`config.mk`:
```
export PLATFORM = sky130hd
export DESIGN_NAME = klc_front
export DESIGN_NICKNAME = d
export VERILOG_FILES = /design/src/hw/rtl/klc_pkg.sv /design/src/hw/rtl/klc_front.sv
export SDC_FILE = /design/constraint.sdc
export NUM_CORES = 1
export LEC_CHECK = 0
export BUFFER_PORTS_ARGS = -buffer_cell sky130_fd_sc_hd__buf_2
export CORE_MARGIN = 10
export CORE_UTILIZATION = 52
export CTS_BUF_LIST = sky130_fd_sc_hd__clkbuf_8
export DETAILED_ROUTE_END_ITERATION = 10
export PLACE_DENSITY = 0.89
export SYNTH_ARGS = -nofsm -noshare
export SYNTH_HDL_FRONTEND = slang
export SYNTH_SLANG_ARGS = --single-unit
```
`constraint.sdc`:
```
create_clock -name clk_i -period 4.7 [get_ports clk_i]
set_clock_uncertainty 0.15 [all_clocks]
set_input_delay 0.235 -clock clk_i [delete_from_list [all_inputs] [get_ports clk_i]]
set_output_delay 0.235 -clock clk_i [all_outputs]
set_load 0.02 [all_outputs]
```
`src/hw/rtl/klc_pkg.sv`:
```
// klc_pkg: shared types, constants and the scancode keymap of the line editor console
// used by every module of keyboard_line_editor_text_console; depends on nothing
`default_nettype none

package klc_pkg;

  // screen geometry and line limit
  localparam int COLUMNS     = 80;
  localparam int ROWS        = 25;
  localparam int LINE_MAX    = 128;
  localparam int CELL_TOTAL  = COLUMNS * ROWS;
  localparam int TOP_CELLS   = (ROWS - 1) * COLUMNS;

  localparam int CELL_AW     = 11;
  localparam int COL_W       = $clog2(COLUMNS);
  localparam int ROW_W       = $clog2(ROWS);
  localparam int LINE_W      = 7;

  localparam int QUEUE_DEPTH = 2;

  localparam logic [15:0] BLANK_CELL = 16'h0720;
  localparam logic [7:0]  ATTR_RESET = 8'h07;
  localparam logic [7:0]  SC_ENTER   = 8'h1C;
  localparam logic [7:0]  SC_BACK    = 8'h0E;

  typedef enum logic [2:0] {
    KIND_READ,
    KIND_NOP,
    KIND_ENTER,
    KIND_BACK,
    KIND_CHAR
  } klc_kind_e;

  typedef struct packed {
    klc_kind_e           kind;
    logic [7:0]          ch;
    logic [7:0]          attr;
    logic [CELL_AW-1:0]  addr;
  } klc_cmd_t;

  // set-1 make code to character, zero where no character is produced
  function automatic logic [7:0] keymap(input logic [6:0] sc);
    logic [7:0] ch;
    case (sc)
      7'd1:  ch = 8'h1B;
      7'd2:  ch = 8'h31;
      7'd3:  ch = 8'h32;
      7'd4:  ch = 8'h33;
      7'd5:  ch = 8'h34;
      7'd6:  ch = 8'h35;
      7'd7:  ch = 8'h36;
      7'd8:  ch = 8'h37;
      7'd9:  ch = 8'h38;
      7'd10: ch = 8'h39;
      7'd11: ch = 8'h30;
      7'd12: ch = 8'h2D;
      7'd13: ch = 8'h3D;
      7'd14: ch = 8'h08;
      7'd15: ch = 8'h09;
      7'd16: ch = 8'h71;
      7'd17: ch = 8'h77;
      7'd18: ch = 8'h65;
      7'd19: ch = 8'h72;
      7'd20: ch = 8'h74;
      7'd21: ch = 8'h79;
      7'd22: ch = 8'h75;
      7'd23: ch = 8'h69;
      7'd24: ch = 8'h6F;
      7'd25: ch = 8'h70;
      7'd26: ch = 8'h5B;
      7'd27: ch = 8'h5D;
      7'd28: ch = 8'h0A;
      7'd30: ch = 8'h61;
      7'd31: ch = 8'h73;
      7'd32: ch = 8'h64;
      7'd33: ch = 8'h66;
      7'd34: ch = 8'h67;
      7'd35: ch = 8'h68;
      7'd36: ch = 8'h6A;
      7'd37: ch = 8'h6B;
      7'd38: ch = 8'h6C;
      7'd39: ch = 8'h3B;
      7'd40: ch = 8'h27;
      7'd41: ch = 8'h60;
      7'd43: ch = 8'h5C;
      7'd44: ch = 8'h7A;
      7'd45: ch = 8'h78;
      7'd46: ch = 8'h63;
      7'd47: ch = 8'h76;
      7'd48: ch = 8'h62;
      7'd49: ch = 8'h6E;
      7'd50: ch = 8'h6D;
      7'd51: ch = 8'h2C;
      7'd52: ch = 8'h2E;
      7'd53: ch = 8'h2F;
      7'd55: ch = 8'h2A;
      7'd57: ch = 8'h20;
      default: ch = 8'h00;
    endcase
    return ch;
  endfunction

endpackage

`default_nettype wire

```
`src/hw/rtl/klc_front.sv`:
```
// klc_front: accepts items, holds the attribute register and classifies each item
// into a command for the queue; depends on klc_pkg
`default_nettype none

module klc_front import klc_pkg::*; (
  input  wire logic               clk_i,
  input  wire logic               rst_ni,
  input  wire logic               start_i,
  output logic                    busy_o,
  input  wire logic               op_i,
  input  wire logic [7:0]         scancode_i,
  input  wire logic [CELL_AW-1:0] cell_address_i,
  input  wire logic               cfg_valid_i,
  output logic                    cfg_ready_o,
  input  wire logic [7:0]         cfg_data_i,
  input  wire logic               q_full_i,
  input  wire logic               clearing_i,
  output logic                    push_o,
  output klc_cmd_t                cmd_o
);

  logic [7:0] attr_q, attr_d;
  logic [7:0] ch;

  assign cfg_ready_o = 1'b1;
  assign attr_d      = (cfg_valid_i && cfg_ready_o) ? cfg_data_i : attr_q;

  always_ff @(posedge clk_i or negedge rst_ni) begin
    if (!rst_ni) begin
      attr_q <= ATTR_RESET;
    end else begin
      attr_q <= attr_d;
    end
  end

  assign busy_o = q_full_i || clearing_i;
  assign push_o = start_i && !busy_o;
  assign ch     = keymap(scancode_i[6:0]);

  // classify: read, release, enter, backspace, mapped key or unmapped key
  always_comb begin
    cmd_o.ch   = ch;
    cmd_o.attr = attr_q;
    cmd_o.addr = cell_address_i;
    if (op_i) begin
      cmd_o.kind = KIND_READ;
    end else if (scancode_i[7]) begin
      cmd_o.kind = KIND_NOP;
    end else if (scancode_i == SC_ENTER) begin
      cmd_o.kind = KIND_ENTER;
    end else if (scancode_i == SC_BACK) begin
      cmd_o.kind = KIND_BACK;
    end else if (ch != 8'h00) begin
      cmd_o.kind = KIND_CHAR;
    end else begin
      cmd_o.kind = KIND_NOP;
    end
  end

endmodule

`default_nettype wire

```
; Word level (Yosys, flattened, before mapping)
; Memory sizes are Yosys's and may differ from the RTL's.
; Cells that the tools add are included.
; W data, S select, Z words.
[totals]
ff_bits = 8
romBits = 448
input_bits = 34
output_inout_bits = 33
memories = 1
[op_classes]
n_eq_ne = 2
muxes = 6
reduce_logical = 4
[mem_list]
columns = memory, words, word_bits, rd, rd_ports_with_merged_regs, write_ports, line
row1 = (name not given), 64, 7, 1, 0, 0, klc_pkg.sv:44  ; case (sc)
[op_table]
columns = operator, n
row1 = $mux W3, 5
row2 = $eq A8 B4 Y1 const B, 1
row3 = $eq A8 B5 Y1 const B, 1
row4 = $mux W8, 1
row5 = $reduce_bool A8 Y1, 1
row6 = $logic_and A1 B1 Y1, 1
row7 = $logic_not A1 Y1, 1
row8 = $logic_or A1 B1 Y1, 1

; Longest topological paths before layout
; An unclocked memory read counts as a cell.
[logic_depth]
ltp_word = 8
depth_mapped = 10
mapped_depth_nobuf = 8

; Worst setup path before layout
; OpenSTA, ideal clock, no wires.
[synth_timing]
path_kind = input port to output port
from = input scancode_i[1]
to = output cmd_o[29] (netlist bit)
arrival_time_ns = 2.154
required_ns = 4.315
setup_slack_ns = 2.161
path_stages = 9
path_cell_list = buf_4 -> inv_1 -> ha_1 -> or3b_1 -> a31o_1 -> a211oi_2 -> a41oi_1 -> nand4_1 -> and3_1
[synth_lines]
columns = item, line
row1 = from (decl), klc_front.sv:11  ; input wire logic [7:0] scancode_i,
row2 = to (decl), klc_front.sv:19  ; output klc_cmd_t cmd_o

==> reports/results.ini <==
[status]
status=completed

[routing]
drc=0
via_count=1347
highest_layer=met4
wl_um=3650
wl_per_cell_um=16.7
wl_met1_um=1500
routed-wl-met3_um=442
firstDrtPassIters=4
ant_nets=0
met2_length_um=1630
avgViaCountPerCell=6.18
drtIter0Drc=123

[yosys]
syn-num-nets=213
ys_warn_count=0
synth_top_area_share_pct=10.8
yosys-top-cells-count=buf_4 (16), ha_1 (12), nor2_1 (10)
synth_top_area_cell=ha_1
seq_area_frac_synth_pct=14.7
synth_seq_cells=8
netlist_area_sq_mm=0.00139
synthFlopType=dfrtp_1
yosysMostFrequentCell=buf_4
synthTopCellsByArea=ha_1 (11%), dfrtp_1 (9.0%), buf_4 (8.6%), mux2i_1 (6.5%), mux2_2 (6.5%)
avgSynthCellArea_sq_um=8.32
synthCells=167
async_flop_share_pct=100
ys_types=51
synth-edff-count=0

[critical_path]
cp-end-kind=output pin
rr_endpoint=attr_q[5]$_DFFE_PN0P_
critPathCapture=cmd_o[27]
crit_fanout=14
critPathRequiredTime_ps=4320
critPathLaunch=scancode_i[1]
critPathLaunchType=primary input
rrSetupSlack_ps=3800
reg2reg_depth=1
crit_arrival_ps=2410
r2r_start=attr_q[5]$_DFFE_PN0P_
path_class=primary input to output pin

[sta]
tightest_slew_ps=611
hold_viol_final=0
tns_ps=0
final_max_slew_viol_count=0
rsz0062_at_grt=false
period_needed_ps=2790
post-route-period-util_pct=59.5
maxSlewHeadroom_pct=59.3
fmax_ghz=0.358
finalSetupViolations=0

[pwr]
seqPwrFrac_pct=27.1
p_int_mw=0.186
netSwitchingFraction_pct=38.0
switchingPower_mw=0.114
p_comb_share_pct=43.8
clkPwrFrac_pct=29.1
max-vdd-ir-drop_uv=178
power_mw=0.300
p_leak_nw=0.709
powerDensity_mw_per_mm2=200

[cts]
clock-sinks=8
clk_latency_ps=230
clk_pin_slew_ps=50
cts_tree=done
cts_buffer_depth=2
htreeDepth=1
ctsRootBufferMaster=clkbuf_8
cts_setup_buffers=0
cts_inserted_buffers=3

[cells_and_area]
largest_reg_flops=8
n_antenna_cell=0
drive_gt1_share_pct=34.0
reg_top3=attr_q: 8 flops
largest-register=attr_q
syn_to_final_growth_pct=8.02
final_nets=235
final_util_pct=59.5
final_area_sq_mm=0.00150
final_cells=218

[floorplan]
start_util_pct=55.1
die_h_um=71.7
dieArea_sq_mm=0.00514
die_w_um=71.7
coreArea_sq_mm=0.00252
pin_count=67
row_count=18

[grt]
grt_pass1_wl_um=6000
grt_pass1_vias=1267
grtUsageTotal_pct=13.8
overflow=0
antenna_found_initial=0
grt_max_degree=39

[placement]
numPortBuffers=42
place_hpwl_um=2800
place_congestion=0.904
postPlaceCellArea_sq_mm=0.00145
placedCellCount=213

[min_path]
hp-class=primary input to register

[flow_run]
drv_cap=0

[power groups by stage]
stage / clock (mW) / combinational (mW) / sequential (mW)
CTS: 0.0889 / 0.131 / 0.0814
finish: 0.0874 / 0.131 / 0.0813
global placement: 0 / 0.128 / 0.0816
floorplan: 0 / 0.100 / 0.0911
detailed placement: 0 / 0.130 / 0.0821
global route: 0.0944 / 0.144 / 0.0822
[worst max-delay path: stages]
cell,delay (ps)
buf_2,280
inv_1,220
ha_1,370
nor2_1,230
a211o_1,150
a31oi_1,120
a32oi_1,220
nand4_1,150
a211oi_2,240
buf_2,190
[cells in the final DEF, fill, tap and decap left out, types with 2 or more instances in the layout]
cell | Yosys | layout
ha_1 | 12 | 12
nand2b_1 | 6 | 6
nor3_1 | 4 | 4
nor2_1 | 10 | 10
dfrtp_1 | 5 | 5
buf_2 | 6 | 42
mux2i_1 | 9 | 9
nor4_1 | 2 | 2
and3_1 | 2 | 2
o311ai_0 | 3 | 3
dfstp_2 | 3 | 3
o221ai_1 | 3 | 3
a31oi_1 | 3 | 3
a41oi_1 | 2 | 2
conb_1 | 2 | 2
o21ai_0 | 8 | 8
or2_2 | 3 | 3
inv_1 | 8 | 9
a211oi_2 | 2 | 2
clkbuf_8 | 0 | 3
mux2_2 | 8 | 8
o31ai_1 | 2 | 2
a211oi_1 | 4 | 4
nand2_1 | 5 | 5
or3b_1 | 2 | 2
a21oi_1 | 5 | 5
nor2b_1 | 7 | 7
[metal layers]
| layer | GRT usage (%) | vias up |
|---|---|---|
| met5 | 0 | - |
| met3 | 5.51 | 10 |
| met4 | 6.88 | 0 |
| li1 | - | 632 |
| met1 | 16.6 | 620 |
| met2 | 20.7 | 85 |
[final cells by class]
| type | count | area, sq um |
|---|---|---|
| Fill cell | 242 | 1020 |
| Multi-Input combinational cell | 125 | 963 |
| Timing Repair Buffer | 43 | 220 |
| Sequential cell | 8 | 204 |
| Clock buffer | 3 | 41.3 |
| Tap cell | 30 | 37.5 |
| Inverter | 8 | 30.0 |
| Clock inverter | 1 | 3.75 |
[logic make-up after synthesis]
family | synth area share, %
AND/OR/NAND/NOR | 21.5
AO/OA/AOI/OAI | 23.5
buffers and inverters | 15.9
multiplexers | 13.0
adder cells (fa/ha/maj) | 10.8
flip-flops | 14.7
other | 0.541
[metrics by stage]
stage	hold WS, ps	worst slack (ps)
2_1_floorplan	-211	2160
6_report	76.6	1910
3_3_place_gp	-70.3	1950
3_5_place_dp	-68.1	1930
4_1_cts	74.0	1920
5_1_grt	82.2	1650
[how the worst min path moves through the flow]
stage	slack (ps)	cells past startpoint	to	startpoint
finish	80	2	attr_q[7]$_DFFE_PN0P_	cfg_data_i[7]
global placement	-70	1	attr_q[6]$_DFFE_PN0P_	rst_ni
CTS	70	2	attr_q[7]$_DFFE_PN0P_	cfg_data_i[7]
global route	80	2	attr_q[1]$_DFFE_PN1P_	cfg_data_i[1]
floorplan	-210	0	attr_q[3]$_DFFE_PN0P_	rst_ni
detailed placement	-70	1	attr_q[6]$_DFFE_PN0P_	rst_ni
[repair_timing]
action                                  4_1_cts  5_1_grt
endpoints found under the setup margin        0        0
resized for setup                             0        0
endpoints found under the hold margin         8        0
hold buffers                                  1        0
No activity file was read; power rests on OpenSTA's default activity.
