[src/hw/rtl/klc_pkg.sv]
// klc_pkg: shared types, constants and the scancode keymap of the line editor console
// used by every module of keyboard_line_editor_text_console; depends on nothing
`default_nettype none

package klc_pkg;

  // screen geometry and line limit
  localparam int COLUMNS     = 80;
  localparam int ROWS        = 25;
  localparam int LINE_MAX    = 128;
  localparam int CELL_TOTAL  = COLUMNS * ROWS;
  localparam int TOP_CELLS   = (ROWS - 1) * COLUMNS;

  localparam int CELL_AW     = 11;
  localparam int COL_W       = $clog2(COLUMNS);
  localparam int ROW_W       = $clog2(ROWS);
  localparam int LINE_W      = 7;

  localparam int QUEUE_DEPTH = 2;

  localparam logic [15:0] BLANK_CELL = 16'h0720;
  localparam logic [7:0]  ATTR_RESET = 8'h07;
  localparam logic [7:0]  SC_ENTER   = 8'h1C;
  localparam logic [7:0]  SC_BACK    = 8'h0E;

  typedef enum logic [2:0] {
    KIND_READ,
    KIND_NOP,
    KIND_ENTER,
    KIND_BACK,
    KIND_CHAR
  } klc_kind_e;

  typedef struct packed {
    klc_kind_e           kind;
    logic [7:0]          ch;
    logic [7:0]          attr;
    logic [CELL_AW-1:0]  addr;
  } klc_cmd_t;

  // set-1 make code to character, zero where no character is produced
  function automatic logic [7:0] keymap(input logic [6:0] sc);
    logic [7:0] ch;
    case (sc)
      7'd1:  ch = 8'h1B;
      7'd2:  ch = 8'h31;
      7'd3:  ch = 8'h32;
      7'd4:  ch = 8'h33;
      7'd5:  ch = 8'h34;
      7'd6:  ch = 8'h35;
      7'd7:  ch = 8'h36;
      7'd8:  ch = 8'h37;
      7'd9:  ch = 8'h38;
      7'd10: ch = 8'h39;
      7'd11: ch = 8'h30;
      7'd12: ch = 8'h2D;
      7'd13: ch = 8'h3D;
      7'd14: ch = 8'h08;
      7'd15: ch = 8'h09;
      7'd16: ch = 8'h71;
      7'd17: ch = 8'h77;
      7'd18: ch = 8'h65;
      7'd19: ch = 8'h72;
      7'd20: ch = 8'h74;
      7'd21: ch = 8'h79;
      7'd22: ch = 8'h75;
      7'd23: ch = 8'h69;
      7'd24: ch = 8'h6F;
      7'd25: ch = 8'h70;
      7'd26: ch = 8'h5B;
      7'd27: ch = 8'h5D;
      7'd28: ch = 8'h0A;
      7'd30: ch = 8'h61;
      7'd31: ch = 8'h73;
      7'd32: ch = 8'h64;
      7'd33: ch = 8'h66;
      7'd34: ch = 8'h67;
      7'd35: ch = 8'h68;
      7'd36: ch = 8'h6A;
      7'd37: ch = 8'h6B;
      7'd38: ch = 8'h6C;
      7'd39: ch = 8'h3B;
      7'd40: ch = 8'h27;
      7'd41: ch = 8'h60;
      7'd43: ch = 8'h5C;
      7'd44: ch = 8'h7A;
      7'd45: ch = 8'h78;
      7'd46: ch = 8'h63;
      7'd47: ch = 8'h76;
      7'd48: ch = 8'h62;
      7'd49: ch = 8'h6E;
      7'd50: ch = 8'h6D;
      7'd51: ch = 8'h2C;
      7'd52: ch = 8'h2E;
      7'd53: ch = 8'h2F;
      7'd55: ch = 8'h2A;
      7'd57: ch = 8'h20;
      default: ch = 8'h00;
    endcase
    return ch;
  endfunction

endpackage

`default_nettype wire

[src/hw/rtl/klc_queue.sv]
// klc_queue: short command queue between the front and the back
// depends on klc_pkg for the command type and depth
`default_nettype none

module klc_queue import klc_pkg::*; (
  input  wire logic     clk_i,
  input  wire logic     rst_ni,
  input  wire logic     push_i,
  input  klc_cmd_t      cmd_i,
  input  wire logic     pop_i,
  output klc_cmd_t      cmd_o,
  output logic          full_o,
  output logic          empty_o
);

  localparam int PtrW = (QUEUE_DEPTH > 1) ? $clog2(QUEUE_DEPTH) : 1;
  localparam int CntW = $clog2(QUEUE_DEPTH + 1);

  klc_cmd_t            entry_q [QUEUE_DEPTH];
  logic [PtrW-1:0]     wr_ptr_q, wr_ptr_d, rd_ptr_q, rd_ptr_d;
  logic [CntW-1:0]     count_q, count_d;

  assign full_o  = (count_q == CntW'(QUEUE_DEPTH));
  assign empty_o = (count_q == '0);
  assign cmd_o   = entry_q[rd_ptr_q];

  always_comb begin
    wr_ptr_d = wr_ptr_q;
    rd_ptr_d = rd_ptr_q;
    count_d  = count_q;
    if (push_i) begin
      wr_ptr_d = (wr_ptr_q == PtrW'(QUEUE_DEPTH - 1)) ? '0 : wr_ptr_q + PtrW'(1);
    end
    if (pop_i) begin
      rd_ptr_d = (rd_ptr_q == PtrW'(QUEUE_DEPTH - 1)) ? '0 : rd_ptr_q + PtrW'(1);
    end
    if (push_i && !pop_i) begin
      count_d = count_q + CntW'(1);
    end else if (pop_i && !push_i) begin
      count_d = count_q - CntW'(1);
    end
  end

  always_ff @(posedge clk_i or negedge rst_ni) begin
    if (!rst_ni) begin
      wr_ptr_q <= '0;
      rd_ptr_q <= '0;
      count_q  <= '0;
    end else begin
      wr_ptr_q <= wr_ptr_d;
      rd_ptr_q <= rd_ptr_d;
      count_q  <= count_d;
    end
  end

  always_ff @(posedge clk_i) begin
    if (push_i) begin
      entry_q[wr_ptr_q] <= cmd_i;
    end
  end

endmodule

`default_nettype wire

[config.mk]
export PLATFORM = sky130hd
export DESIGN_NAME = klc_queue
export DESIGN_NICKNAME = d
export VERILOG_FILES = /design/src/hw/rtl/klc_pkg.sv /design/src/hw/rtl/klc_queue.sv
export SDC_FILE = /design/constraint.sdc
export NUM_CORES = 1
export LEC_CHECK = 0
export ABC_AREA = 0
export BUFFER_PORTS_ARGS = -buffer_cell sky130_fd_sc_hd__buf_2
export CORE_UTILIZATION = 30
export DETAILED_ROUTE_END_ITERATION = 8
export SETUP_SLACK_MARGIN = 0.4
export SYNTH_ARGS = -nofsm -noshare
export SYNTH_HDL_FRONTEND = slang
export SYNTH_SLANG_ARGS = --single-unit
[constraint.sdc]
create_clock -name clk_i -period 2.3 [get_ports clk_i]
set_input_delay 0.69 -clock clk_i [delete_from_list [all_inputs] [get_ports clk_i]]
set_output_delay 0.69 -clock clk_i [all_outputs]
set_load 0.02 [all_outputs]
# Yosys cells after proc, flatten, opt, wreduce, memory -nomap -nowiden
# Memories as Yosys holds them, arrays and structs flattened.
# Index checks and enable logic that the tools add are counted.
# Widths: inputs -> output; s select.
# totals
reg_bits	4
ram_bits	60
in_bits	34
out_inout_bits	32
elab_cells	21
n_memories	1
# memory_table
memory	depth	width	rd	rd_ports_with_merged_regs	write_ports	line_no	source
entry_q	2	30	1	0	1	klc_queue.sv:19	klc_cmd_t entry_q [QUEUE_DEPTH];
# op_classes
addsub	4
eq_ne	1
muxes	6
reduce_logical	6
# op_table
cell	n
$mux 1	4
$mux 2	2
$add 1x1->1 const B	2
$add 2x1->2 const B	1
$eq 2x2->1 const B	1
$logic_and 1x1->1	2
$logic_not 1->1	2
$logic_not 2->1	1
$reduce_bool 2->1	1
$sub 2x1->2 const B	1

# Longest topological paths before layout
# logic_depth
word_depth	4
depth_mapped	5
depth_no_buf	5

# Worst setup path before layout
# Ideal clock, no wire load.
# synth_timing
path_type	in2reg
startpoint	input port push_i
endpoint	memory entry_q[0][0] (netlist name), enable pin
setup_ns	0.421
arrival_ns	2.052
t_required_ns	1.879
setup_slack_ns	-0.173
stages	1
path_buffers	0
path_cell_list	nor2b_1
# synth_via
elab_chain_cells	2
# synth_rtl
element	line_no	source
start: declaration	klc_queue.sv:8	input wire logic push_i,
$mux 1	klc_queue.sv:57	if (push_i) begin
$mux 1 (not written as such)	klc_queue.sv:58	entry_q[wr_ptr_q] <= cmd_i;
end: declaration	klc_queue.sv:19	
# No other way between the ends.

==> impl_metrics.env <==
export IMPL_outcome="finished clean"
export IMPL_startpoint_type="register"
export IMPL_synth_area_leaders="edfxtp_1 (76%), mux2_2 (14%), dfrtp_1 (4.2%)"
export IMPL_io_pins=66
export IMPL_crit_fanout=10
export IMPL_arrival_ns=1.43
export IMPL_slew_headroom_pct=82.8
export IMPL_max_freq_ghz=0.471
export IMPL_dr_pass1_iters=4
export IMPL_grt_max_degree=19
export IMPL_p_sw_share_pct=32.5
export IMPL_yosys_area_top_type="edfxtp_1"
export IMPL_drc_errors=0
export IMPL_rows=31
export IMPL_cts_buffers=9
export IMPL_die_h_um=90.7
export IMPL_synthCells=109
export IMPL_grt_usage_pct=11.0
export IMPL_yosysSeqAreaShare_pct=80.6
export IMPL_clockBufferDepth=2
export IMPL_r2r_start="wr_ptr_q"
export IMPL_vias_per_cell=4.09
export IMPL_avgSynthCellArea_um2=21.6
export IMPL_drv_cap=0
export IMPL_ant_nets=0
export IMPL_reg2reg_to="entry_q[1][14]"
export IMPL_final_cells=294
export IMPL_synth_top_area_share_pct=76.4
export IMPL_yosys_warnings=0
export IMPL_ff2ff_path_depth=2
export IMPL_comb_power_share_pct=33.5
export IMPL_wl_per_cell_um=14.3
export IMPL_p_seq_share_pct=41.9
export IMPL_endpoint_kind="primary output"
export IMPL_hold_viol=0
export IMPL_globalplace_congestion=0.658
export IMPL_ys_types=11
export IMPL_grt_overflow=0
export IMPL_rsz0062_at_grt="yes"
export IMPL_final_nets=225
export IMPL_fin_total_pwr_mw=3.91
export IMPL_antenna_found_initial=0
export IMPL_timing_final_max_slew_violations=0
export IMPL_cts_clk_slew_worst_paths_ns=0.07
export IMPL_path_class="register to primary output"
export IMPL_dp_cells=277
export IMPL_required_ns=1.61
export IMPL_synth_seq_cells=64
export IMPL_grt_pass1_vias=1351
export IMPL_rrSetupSlack_ns=1.12
export IMPL_ir_drop_uv=542
export IMPL_cts_hold_buf=0
export IMPL_clock_root_buffer="clkbuf_8"
export IMPL_tightest_slew_ns=0.258
export IMPL_period_share_pct=92.3
export IMPL_p_clk_share_pct=24.7
export IMPL_hold_path_class="primary input to async pin"
export IMPL_p_per_area_nw_per_um2=1270
export IMPL_start_util_pct=31.9
export IMPL_internal_power_mw=2.64
export IMPL_coreArea_um2=7410
export IMPL_vias=1203
export IMPL_clock_latency_ns=0.34
export IMPL_drt_iter0_drc=26
export IMPL_skew_ns=0.00821
export IMPL_grt_pass1_wl_mm=6.64
export IMPL_power_net_switching_mw=1.27
export IMPL_p_leak_nw=1.19
export IMPL_htreeDepth=3
export IMPL_fin_crit_ns=2.12
export IMPL_post_place_ws_ns=0.343
export IMPL_cts_tree="yes"
export IMPL_drive_gt1_share_pct=62.1
export IMPL_io_buffers=65
export IMPL_syn_to_final_growth_pct=30.9
export IMPL_syn_nets=144
export IMPL_diodes=0
export IMPL_nFillCells=685
export IMPL_synth_area_um2=2360
export IMPL_finalSetupViolCount=0
export IMPL_die_x_um=90.7
export IMPL_cts_num_sinks=64
export IMPL_setup_ws_ns=0.177
export IMPL_drt_wl_total_mm=4.21
export IMPL_tns_ns=0
export IMPL_dpl_hpwl_mm=2.93
export IMPL_dieArea_um2=8220
worst max-delay path by stage:
stage	start	end
2_1_floorplan	push_i	entry_q[1][0]
3_3_place_gp	rd_ptr_q	cmd_o[26]
3_5_place_dp	rd_ptr_q	cmd_o[6]
4_1_cts	rd_ptr_q	cmd_o[6]
5_1_grt	rd_ptr_q	cmd_o[0]
6_report	rd_ptr_q	cmd_o[6]
synth_stat cells:
master / count
mux2_2: 30
nor2b_1: 2
and2_1: 1
buf_6: 3
xnor2_1: 1
inv_1: 1
nor2_1: 2
ha_1: 1
edfxtp_1: 60
dfrtp_1: 4
xor2_1: 4
repair_timing:
action / in CTS / in global routing
buffers inserted: 1 / 0
resized for setup: 13 / 0
endpoints found under the setup margin: 30 / 30
cells by family after synthesis:
logic type	after synthesis	synth area share, %
and+or+nand+nor	5	1.11
buffers and inverters	4	1.59
DFF	64	80.6
adders and majority gates	1	0.530
xor gates and xnor gates	5	1.86
muxes	30	14.3
layout make-up:
cell class                 count  area [µm²]  area share [%]
sequential                    64        1900            61.6
multi-input combinational     41         439            14.2
timing repair buffer          73         415            13.5
clock buffer                   9         124            4.01
tap                           99         124            4.01
clock inverter                 7        78.8            2.55
inverter                       1        3.75           0.122
power groups by stage:
| stage | combinational [mW] | sequential, mW | clock, mW |
|---|---|---|---|
| floorplan | 0.871 | 1.64 | 0 |
| global placement | 1.24 | 1.66 | 0 |
| detailed placement | 1.24 | 1.67 | 0 |
| CTS | 1.34 | 1.65 | 0.993 |
| global route | 1.41 | 1.67 | 1.03 |
| finish | 1.31 | 1.64 | 0.965 |
flip-flops by register name, summed over array words and instances (netlist names):
register  flops
rd_ptr_q      1
count_q       2
wr_ptr_q      1
entry_q      60
cell usage in the layout, fill, tap and decap left out:
| cell type | netlist | layout |
|---|---|---|
| buf_2 | 0 | 62 |
| edfxtp_1 | 60 | 60 |
| mux2_2 | 30 | 27 |
| clkbuf_8 | 0 | 9 |
| buf_6 | 3 | 6 |
| buf_4 | 0 | 5 |
| xor2_1 | 4 | 4 |
| mux2_4 | 0 | 3 |
| clkinvlp_4 | 0 | 3 |
| dfrtp_1 | 4 | 3 |
| nor2_1 | 2 | 2 |
| inv_6 | 0 | 2 |
| inv_1 | 1 | 1 |
| nor2b_1 | 2 | 1 |
| and2_1 | 1 | 1 |
| nor2b_4 | 0 | 1 |
| xnor2_1 | 1 | 1 |
| ha_1 | 1 | 1 |
| clkinv_4 | 0 | 1 |
| bufinv_16 | 0 | 1 |
| dfrtp_2 | 0 | 1 |
critical path, cell delays in order, from the launching register on:
cell and delay, ns:
dfrtp_2 0.42, buf_6 0.17, mux2_2 0.35, buf_2 0.16
layer usage:
metal	track usage [%]	wire (µm)	vias to the layer above
li1	-	-	582
met1	12.6	1800	562
met2	17.1	2020	52
met3	4.80	336	7
met4	6.45	60	0
met5	0	0	-
metrics by stage:
step	utilization [%]	hold slack (ns)	cell area [µm²]
6_report	41.7	0.158	3090
5_1_grt	41.7	0.153	3090
4_1_cts	41.7	0.143	3090
3_5_place_dp	38.3	0.483	2840
3_3_place_gp	38.3	0.472	2840
2_1_floorplan	-	0.394	2370
No activity file was read; power rests on OpenSTA's default activity.
